`config.mk`:
```
export PLATFORM = sky130hd
export DESIGN_NAME = http_chunked_body_decoder_flat
export DESIGN_NICKNAME = d
export VERILOG_FILES = /design/src/rtl/core/chd_pkg.sv /design/src/rtl/core/chd_if.sv /design/src/rtl/core/chd_decoder.sv /design/src/rtl/core/chd_out_queue.sv /design/src/rtl/core/http_chunked_body_decoder.sv /design/src/flat_wrapper.sv
export SDC_FILE = /design/constraint.sdc
export NUM_CORES = 1
export LEC_CHECK = 0
export BUFFER_PORTS_ARGS = -buffer_cell sky130_fd_sc_hd__buf_2
export CELL_PAD_IN_SITES_DETAIL_PLACEMENT = 1
export CELL_PAD_IN_SITES_GLOBAL_PLACEMENT = 2
export CORE_ASPECT_RATIO = 0.7
export CORE_MARGIN = 2
export CORE_UTILIZATION = 38
export DETAILED_ROUTE_END_ITERATION = 7
export GPL_TIMING_DRIVEN = 0
export PLACE_DENSITY = 0.81
export REMOVE_ABC_BUFFERS = 1
export SYNTH_ARGS = -nofsm -noshare
export SYNTH_HDL_FRONTEND = slang
export SYNTH_HIERARCHICAL = 1
export SYNTH_SLANG_ARGS = --single-unit
```
`constraint.sdc`:
```
create_clock -name clock -period 4.26 [get_ports clock]
set_input_delay 0.852 -clock clock [delete_from_list [all_inputs] [get_ports clock]]
set_output_delay 0.852 -clock clock [all_outputs]
set_load 0.02 [all_outputs]
```
`src/rtl/core/chd_pkg.sv`:
```
// Package for the chunked body decoder: widths, phase and result codes,
// and the byte classification functions. No dependencies.

package chd_pkg;

   localparam int COUNT_WIDTH = 32;
   localparam int DIGIT_WIDTH = 4;

   localparam logic [7:0] CHAR_CR = 8'h0D;
   localparam logic [7:0] CHAR_LF = 8'h0A;
   localparam logic [1:0] TRAILER_LEN = 2'd2;
   localparam logic [3:0] DIGIT_COUNT_MAX = 4'd15;

   typedef enum logic [2:0] {
      PH_BLANKS  = 3'd0,
      PH_DIGITS  = 3'd1,
      PH_REST    = 3'd2,
      PH_PAYLOAD = 3'd3,
      PH_TRAILER = 3'd4,
      PH_DONE    = 3'd5,
      PH_ERROR   = 3'd6
   } phase_type;

   typedef enum logic [1:0] {
      KIND_DATA  = 2'd0,
      KIND_END   = 2'd1,
      KIND_ERROR = 2'd2
   } kind_type;

   typedef struct packed {
      logic [1:0] result_kind;
      logic [7:0] payload_byte;
   } result_type;

   function automatic logic is_hex(input logic [7:0] b);
      return (b inside {[8'h30:8'h39], [8'h41:8'h46], [8'h61:8'h66]});
   endfunction

   function automatic logic [DIGIT_WIDTH-1:0] hex_value(input logic [7:0] b);
      logic [7:0] v;
      v = 8'h00;
      if (b inside {[8'h30:8'h39]}) begin
         v = b - 8'h30;
      end else if (b inside {[8'h41:8'h46]}) begin
         v = b - 8'h37;
      end else if (b inside {[8'h61:8'h66]}) begin
         v = b - 8'h57;
      end
      return v[DIGIT_WIDTH-1:0];
   endfunction

   // Space, tab, LF, VT, FF and CR.
   function automatic logic is_blank(input logic [7:0] b);
      return (b == 8'h20) || (b inside {[8'h09:8'h0D]});
   endfunction

endpackage

```
`src/rtl/core/chd_if.sv`:
```
// Stream interfaces for the chunked body decoder: the body byte channel
// and the result channel. No dependencies.

interface chd_req_if;
   logic       valid;
   logic       ready;
   logic [7:0] body_byte;

   modport source (output valid, output body_byte, input ready);
   modport sink (input valid, input body_byte, output ready);
endinterface

interface chd_rsp_if;
   logic       valid;
   logic       ready;
   logic [1:0] result_kind;
   logic [7:0] payload_byte;

   modport source (output valid, output result_kind, output payload_byte, input ready);
   modport sink (input valid, input result_kind, input payload_byte, output ready);
endinterface

```
`src/rtl/core/chd_decoder.sv`:
```
// Input register and chunk parser state for the chunked body decoder.
// Depends on chd_pkg.

module chd_decoder
   import chd_pkg::*;
(
   input  logic       clock,
   input  logic       reset,
   input  logic       in_valid,
   output logic       in_ready,
   input  logic [7:0] in_byte,
   input  logic       out_space,
   output logic       out_push,
   output result_type out_result
);

   logic                   byte_valid_ff, byte_valid_in;
   logic [7:0]             byte_ff;
   phase_type              phase_ff, phase_in;
   logic [COUNT_WIDTH-1:0] remain_ff, remain_in;
   logic                   cr_seen_ff, cr_seen_in;
   logic [3:0]             digits_ff, digits_in;
   logic [1:0]             trailer_ff, trailer_in;
   logic                   advance;

   assign advance       = byte_valid_ff && out_space;
   assign in_ready      = !byte_valid_ff || advance;
   assign byte_valid_in = (in_valid && in_ready) || (byte_valid_ff && !advance);

   always_ff @(posedge clock) begin
      if (in_valid && in_ready) begin
         byte_ff <= in_byte;
      end
      if (reset) begin
         byte_valid_ff <= 1'b0;
         phase_ff      <= PH_BLANKS;
         remain_ff     <= '0;
         cr_seen_ff    <= 1'b0;
         digits_ff     <= '0;
         trailer_ff    <= '0;
      end else begin
         byte_valid_ff <= byte_valid_in;
         if (advance) begin
            phase_ff   <= phase_in;
            remain_ff  <= remain_in;
            cr_seen_ff <= cr_seen_in;
            digits_ff  <= digits_in;
            trailer_ff <= trailer_in;
         end
      end
   end

   always_comb begin
      logic [COUNT_WIDTH-1:0] dec;
      logic [1:0]             tdec;
      logic                   hex;
      phase_type              ph;
      dec        = remain_ff - 1'b1;
      tdec       = trailer_ff - 1'b1;
      hex        = is_hex(byte_ff);
      ph         = phase_ff;
      phase_in   = phase_ff;
      remain_in  = remain_ff;
      cr_seen_in = cr_seen_ff;
      digits_in  = digits_ff;
      trailer_in = trailer_ff;
      out_push   = 1'b0;
      out_result = '{result_kind: KIND_DATA, payload_byte: 8'h00};

      case (phase_ff)
         PH_PAYLOAD: begin
            remain_in = dec;
            if (dec == '0) begin
               phase_in   = PH_TRAILER;
               trailer_in = TRAILER_LEN;
            end
            out_push   = 1'b1;
            out_result = '{result_kind: KIND_DATA, payload_byte: byte_ff};
         end
         PH_TRAILER: begin
            trailer_in = tdec;
            if (tdec == '0) begin
               phase_in   = PH_BLANKS;
               remain_in  = '0;
               cr_seen_in = 1'b0;
               digits_in  = '0;
            end
         end
         PH_BLANKS, PH_DIGITS, PH_REST: begin
            if (byte_ff == CHAR_LF && cr_seen_ff) begin
               // A CR LF pair closes the size line.
               cr_seen_in = 1'b0;
               if (digits_ff == '0) begin
                  phase_in   = PH_ERROR;
                  out_push   = 1'b1;
                  out_result = '{result_kind: KIND_ERROR, payload_byte: 8'h00};
               end else if (remain_ff == '0) begin
                  phase_in   = PH_DONE;
                  out_push   = 1'b1;
                  out_result = '{result_kind: KIND_END, payload_byte: 8'h00};
               end else begin
                  phase_in = PH_PAYLOAD;
               end
            end else begin
               cr_seen_in = (byte_ff == CHAR_CR);
               if (ph == PH_BLANKS) begin
                  if (hex) begin
                     ph = PH_DIGITS;
                  end else if (!is_blank(byte_ff)) begin
                     ph = PH_REST;
                  end
               end else if (ph == PH_DIGITS && !hex) begin
                  ph = PH_REST;
               end
               phase_in = ph;
               if (ph == PH_DIGITS && hex) begin
                  // The top digit must be clear before another digit shifts in.
                  if (remain_ff[COUNT_WIDTH-1 -: DIGIT_WIDTH] != '0) begin
                     phase_in   = PH_ERROR;
                     cr_seen_in = 1'b0;
                     out_push   = 1'b1;
                     out_result = '{result_kind: KIND_ERROR, payload_byte: 8'h00};
                  end else begin
                     remain_in = {remain_ff[COUNT_WIDTH-DIGIT_WIDTH-1:0], hex_value(byte_ff)};
                     if (digits_ff != DIGIT_COUNT_MAX) begin
                        digits_in = digits_ff + 1'b1;
                     end
                  end
               end
            end
         end
         default: begin
         end
      endcase

      if (!advance) begin
         out_push = 1'b0;
      end
   end

endmodule

```
`src/rtl/core/chd_out_queue.sv`:
```
// Two-entry result queue that decouples the parser from the result channel.
// Depends on chd_pkg.

module chd_out_queue
   import chd_pkg::*;
(
   input  logic       clock,
   input  logic       reset,
   input  logic       push,
   input  result_type push_result,
   output logic       space,
   output logic       out_valid,
   input  logic       out_ready,
   output result_type out_result
);

   result_type entry_ff [2];
   logic       rd_ptr_ff, rd_ptr_in;
   logic       wr_ptr_ff, wr_ptr_in;
   logic [1:0] count_ff, count_in;
   logic       pop;

   assign space      = (count_ff != 2'd2);
   assign out_valid  = (count_ff != 2'd0);
   assign out_result = entry_ff[rd_ptr_ff];
   assign pop        = out_valid && out_ready;

   always_comb begin
      rd_ptr_in = rd_ptr_ff ^ pop;
      wr_ptr_in = wr_ptr_ff ^ push;
      count_in  = count_ff + {1'b0, push} - {1'b0, pop};
   end

   always_ff @(posedge clock) begin
      if (push) begin
         entry_ff[wr_ptr_ff] <= push_result;
      end
      if (reset) begin
         rd_ptr_ff <= 1'b0;
         wr_ptr_ff <= 1'b0;
         count_ff  <= 2'd0;
      end else begin
         rd_ptr_ff <= rd_ptr_in;
         wr_ptr_ff <= wr_ptr_in;
         count_ff  <= count_in;
      end
   end

endmodule

```
`src/rtl/core/http_chunked_body_decoder.sv`:
```
// Top level of the HTTP/1.1 chunked body decoder.
// Depends on chd_pkg, chd_if, chd_decoder and chd_out_queue.
//
//   channel  direction  payload                              transfer
//   req_     in         body_byte[7:0]                       valid && ready
//   rsp_     out        result_kind[1:0], payload_byte[7:0]  valid && ready
//
// One byte is taken per cycle while the result channel keeps up; a result
// leaves through the input register, then the result queue.
// The parser can take a new byte as it finishes the last, so the sustained
// rate is one byte per cycle while the result channel keeps up.
// The two-entry result queue absorbs a stall; req_chan.ready drops only when
// the queue is full and the input register still holds a byte.
// Reset is synchronous and returns the parser to the start of a size line.

module http_chunked_body_decoder
   import chd_pkg::*;
(
   input  logic    clock,
   input  logic    reset,
   chd_req_if.sink req_chan,
   chd_rsp_if.source rsp_chan
);

   logic       queue_space;
   logic       result_push;
   result_type result_new;
   result_type result_head;

   chd_decoder u_decoder (
      .clock      (clock),
      .reset      (reset),
      .in_valid   (req_chan.valid),
      .in_ready   (req_chan.ready),
      .in_byte    (req_chan.body_byte),
      .out_space  (queue_space),
      .out_push   (result_push),
      .out_result (result_new)
   );

   chd_out_queue u_out_queue (
      .clock       (clock),
      .reset       (reset),
      .push        (result_push),
      .push_result (result_new),
      .space       (queue_space),
      .out_valid   (rsp_chan.valid),
      .out_ready   (rsp_chan.ready),
      .out_result  (result_head)
   );

   assign rsp_chan.result_kind  = result_head.result_kind;
   assign rsp_chan.payload_byte = result_head.payload_byte;

endmodule
```
`src/flat_wrapper.sv`:
```
// flat-port wrapper written by rule: the top's interface ports become plain ports
module http_chunked_body_decoder_flat import chd_pkg::*;
  (clock, reset, req_chan_valid, req_chan_body_byte, req_chan_ready, rsp_chan_valid, rsp_chan_result_kind, rsp_chan_payload_byte, rsp_chan_ready);
  chd_req_if req_chan_i ();
  chd_rsp_if rsp_chan_i ();
  input  logic clock;
  input  logic reset;
  input wire logic [$bits(req_chan_i.valid)-1:0] req_chan_valid;
  input wire logic [$bits(req_chan_i.body_byte)-1:0] req_chan_body_byte;
  output wire logic [$bits(req_chan_i.ready)-1:0] req_chan_ready;
  output wire logic [$bits(rsp_chan_i.valid)-1:0] rsp_chan_valid;
  output wire logic [$bits(rsp_chan_i.result_kind)-1:0] rsp_chan_result_kind;
  output wire logic [$bits(rsp_chan_i.payload_byte)-1:0] rsp_chan_payload_byte;
  input wire logic [$bits(rsp_chan_i.ready)-1:0] rsp_chan_ready;
  assign req_chan_i.valid = req_chan_valid;
  assign req_chan_i.body_byte = req_chan_body_byte;
  assign req_chan_ready = req_chan_i.ready;
  assign rsp_chan_valid = rsp_chan_i.valid;
  assign rsp_chan_result_kind = rsp_chan_i.result_kind;
  assign rsp_chan_payload_byte = rsp_chan_i.payload_byte;
  assign rsp_chan_i.ready = rsp_chan_ready;
  http_chunked_body_decoder u_core (.clock(clock), .reset(reset), .req_chan(req_chan_i), .rsp_chan(rsp_chan_i));
endmodule
```
==> impl_metrics.toml <==
[placed_design]
numPortBuffers = 23
pre_cts_ws_ns = 0.216
globalplace.congestion = 0.833
place_area_um2 = 4890
hpwl_um = 9480

[clock_tree]
numCtsBuffers = 9
clockRootBuffer = "clkbuf_16"
clock_path_buffers = 2
clk_latency_ns = 0.34
htree_levels = 3
cts_tree = "done"
cts_resized = 0
clock_sinks = 75
hold_buffers = 0
clkTransAtPathRegs_ns = 0.06

[cells_and_area]
drive_gt1_share_pct = 12.3
syn_to_final_growth_pct = 11.3
final_common_cell = "nor2_1"
mostFrequentLayoutCells = "nor2_1 (66), dfxtp_1 (47), nand2_1 (45)"
nets = 559
fin_util_pct = 43.7
final_cell_area_um2 = 5180
diodes = 0

[power]
p_int_mw = 1.32
p_clk_share_pct = 40.3
vdd.ir_drop.worst_v = 0.000180
comb_power_share_pct = 17.2
p_per_area_nw_per_um2 = 359
swShare_pct = 29.1
leakage_nw = 1.91
seq_power_share_pct = 42.5
p_sw_mw = 0.543

[setup_path]
cp.arrival_ns = 4.06
cp_slowest_stage_delay_ns = 0.58
critPathTopFamily = "simple AND/OR/NAND/NOR gates"
path_class = "reg2reg"
setup.worst_path.end_class = "flop"
worst-path-buf-inv = 1
crit_required_ns = 4.23
path_cells = "inv_1 > ha_1 > nor4b_4 > nand4_2 > nor4_4 > nand2_1 > a21bo_2 > a211oi_1 > ha_1"
worstSetupStartpointType = "flop"
cp_max_fo = 10
crit_top_cell = "ha_1"
crit_slowest_cell = "ha_1"

[sta]
max-slew-margin-rel_pct = 14.1
max_slew.worst_pin.slew_ns = 1.28
setup_viol = 0
rsz0062_at_grt = "yes"
max_freq_mhz = 245
hold_viol = 0
fin_skew_ns = 0.00823
finalCritPeriodShare_pct = 96.0
fin_ws_ns = 0.171
period_needed_ns = 4.09
slew_violations = 0

[yosys]
yosys_warnings = 6
ys.flop_type = "dfxtp_1"
ys_seq_area_share_pct = 38.2
postSynth.asyncResetShare_pct = 0
yosys_register_bits = 75
synth.distinct_cells = 71
avgSynthCellArea_um2 = 8.71
synth-edff-count = 28
synthesis.area_um2 = 4660
synthCells = 535

[global_routing]
grt_max_degree = 47
grt_use_total_pct = 20.9
grt_overflow = 0
grt_first_pass_wirelength_um = 21700
antenna_found_initial = 0
first_global_vias = 4039

[die]
die_w_um = 136
die-area_um2 = 13200
die_y_um = 96.6
start_util_pct = 39.3
fp-row-count = 33
pin_count = 24
core-area_um2 = 11900

[drt]
post_drt_wl_per_cell_um = 19.2
vias = 4085
first_pass_iters = 4
drt-total-wl_um = 13400
drc_errors = 0
drtAntennaViolNets = 0
via_per_inst = 5.88
drtIter0Drc = 235

[run_status]
status = "finished clean"

[min_path]
hold_path.class = "reg2reg"

[run]
cap_violations = 0
==> power by group through the flow <==
| stage | combinational [mW] | clock, mW | sequential [mW] |
|---|---|---|---|
| 2_1_floorplan | 0.228 | 0 | 0.797 |
| 3_3_place_gp | 0.307 | 0 | 0.805 |
| 3_5_place_dp | 0.317 | 0 | 0.808 |
| 4_1_cts | 0.320 | 0.770 | 0.792 |
| 5_1_grt | 0.349 | 0.796 | 0.797 |
| 6_report | 0.320 | 0.751 | 0.792 |
==> sequential cells by signal (all words and copies together), names as in the netlist <==
register                        flops
u_core/u_decoder/byte_ff            8
u_core/u_decoder/byte_valid_ff      1
u_core/u_decoder/cr_seen_ff         1
u_core/u_decoder/digits_ff          4
u_core/u_decoder/phase_ff           3
u_core/u_decoder/remain_ff         32
u_core/u_decoder/trailer_ff         2
u_core/u_out_queue/count_ff         2
u_core/u_out_queue/entry_ff        20
u_core/u_out_queue/rd_ptr_ff        1
u_core/u_out_queue/wr_ptr_ff        1
==> per-stage QoR <==
step	power (mW)	setup TNS (ns)	hold WS (ns)	instances
floorplan	1.03	0	0.443	496
global placement	1.11	-4.37	0.462	676
detailed placement	1.12	0	0.475	679
CTS	1.88	0	0.485	695
global route	1.94	-0.624	0.497	695
finish	1.86	0	0.478	695
==> cell type report <==
| class | count | area, um^2 |
|---|---|---|
| Sequential cell | 75 | 1780 |
| Clock buffer | 11 | 254 |
| Clock inverter | 5 | 43.8 |
| Tap cell | 157 | 196 |
| Multi-Input combinational cell | 404 | 2660 |
| Timing Repair Buffer | 26 | 181 |
| Fill cell | 1387 | 6670 |
| Inverter | 17 | 63.8 |
==> worst paths after layout <==
path	startpoint	endpoint	slack (ns)	cells after the start
min	u_core/u_decoder/cr_seen_ff	u_core/u_decoder/cr_seen_ff	0.48	2
min reg2reg	u_core/u_decoder/cr_seen_ff	u_core/u_decoder/cr_seen_ff	0.48	2
max reg2reg	u_core/u_decoder/remain_ff[0]	u_core/u_out_queue/entry_ff[0][1]	0.17	9
max	u_core/u_decoder/remain_ff[0]	u_core/u_out_queue/entry_ff[0][1]	0.17	9
==> synthesized netlist by cell type, types with 8 or more instances <==
library cell | number | area share [%]
a21oi_1 | 30 | 3.2
nand2_1 | 45 | 3.6
a31oi_1 | 8 | 1.1
dfxtp_1 | 47 | 20
and2_1 | 9 | 1.2
clkbuf_1 | 25 | 2.0
inv_1 | 17 | 1.4
edfxtp_1 | 28 | 18
nor2_1 | 66 | 5.3
xor2_1 | 8 | 1.5
xnor2_1 | 12 | 2.3
mux2_1 | 9 | 2.2
nand2b_1 | 10 | 1.3
buf_2 | 10 | 1.1
ha_1 | 14 | 3.8
a22oi_1 | 9 | 1.5
nor3_1 | 24 | 2.6
nor4_1 | 12 | 1.6
o21ai_0 | 31 | 3.3
nand3_1 | 9 | 0.97
==> layer usage <==
metal / up-vias / wire length, um / global-route usage, %
li1: 1952 / - / -
met1: 2064 / 6910 / 31.4
met2: 65 / 5910 / 31.0
met3: 4 / 454 / 4.19
met4: 0 / 76 / 4.33
met5: - / 0 / 0
==> logic make-up (layout without fill, tap and decap cells) <==
kind of cell / after synthesis / in the layout / synth area share (%)
compound gates: 134 / 134 / 19.1
xor+xnor: 21 / 21 / 4.24
fa+ha+maj: 14 / 14 / 3.76
buf+inv: 56 / 59 / 5.18
flops: 75 / 75 / 38.2
mux: 13 / 13 / 3.20
simple gates: 222 / 222 / 26.3
==> worst register-to-register path, stage by stage, from the launching register on <==
cell	delay, ns
dfxtp_1	0.40
inv_1	0.10
ha_1	0.39
nor4b_4	0.55
nand4_2	0.36
nor4_4	0.48
nand2_1	0.11
a21bo_2	0.25
a211oi_1	0.51
ha_1	0.58
==> what timing repair did <==
item | in CTS | in global routing
endpoints found under the hold margin | 0 | 0
endpoints found under the setup margin | 0 | 20
buffers inserted | 0 | 0
Note: power is estimated with default switching activity, not from simulation.
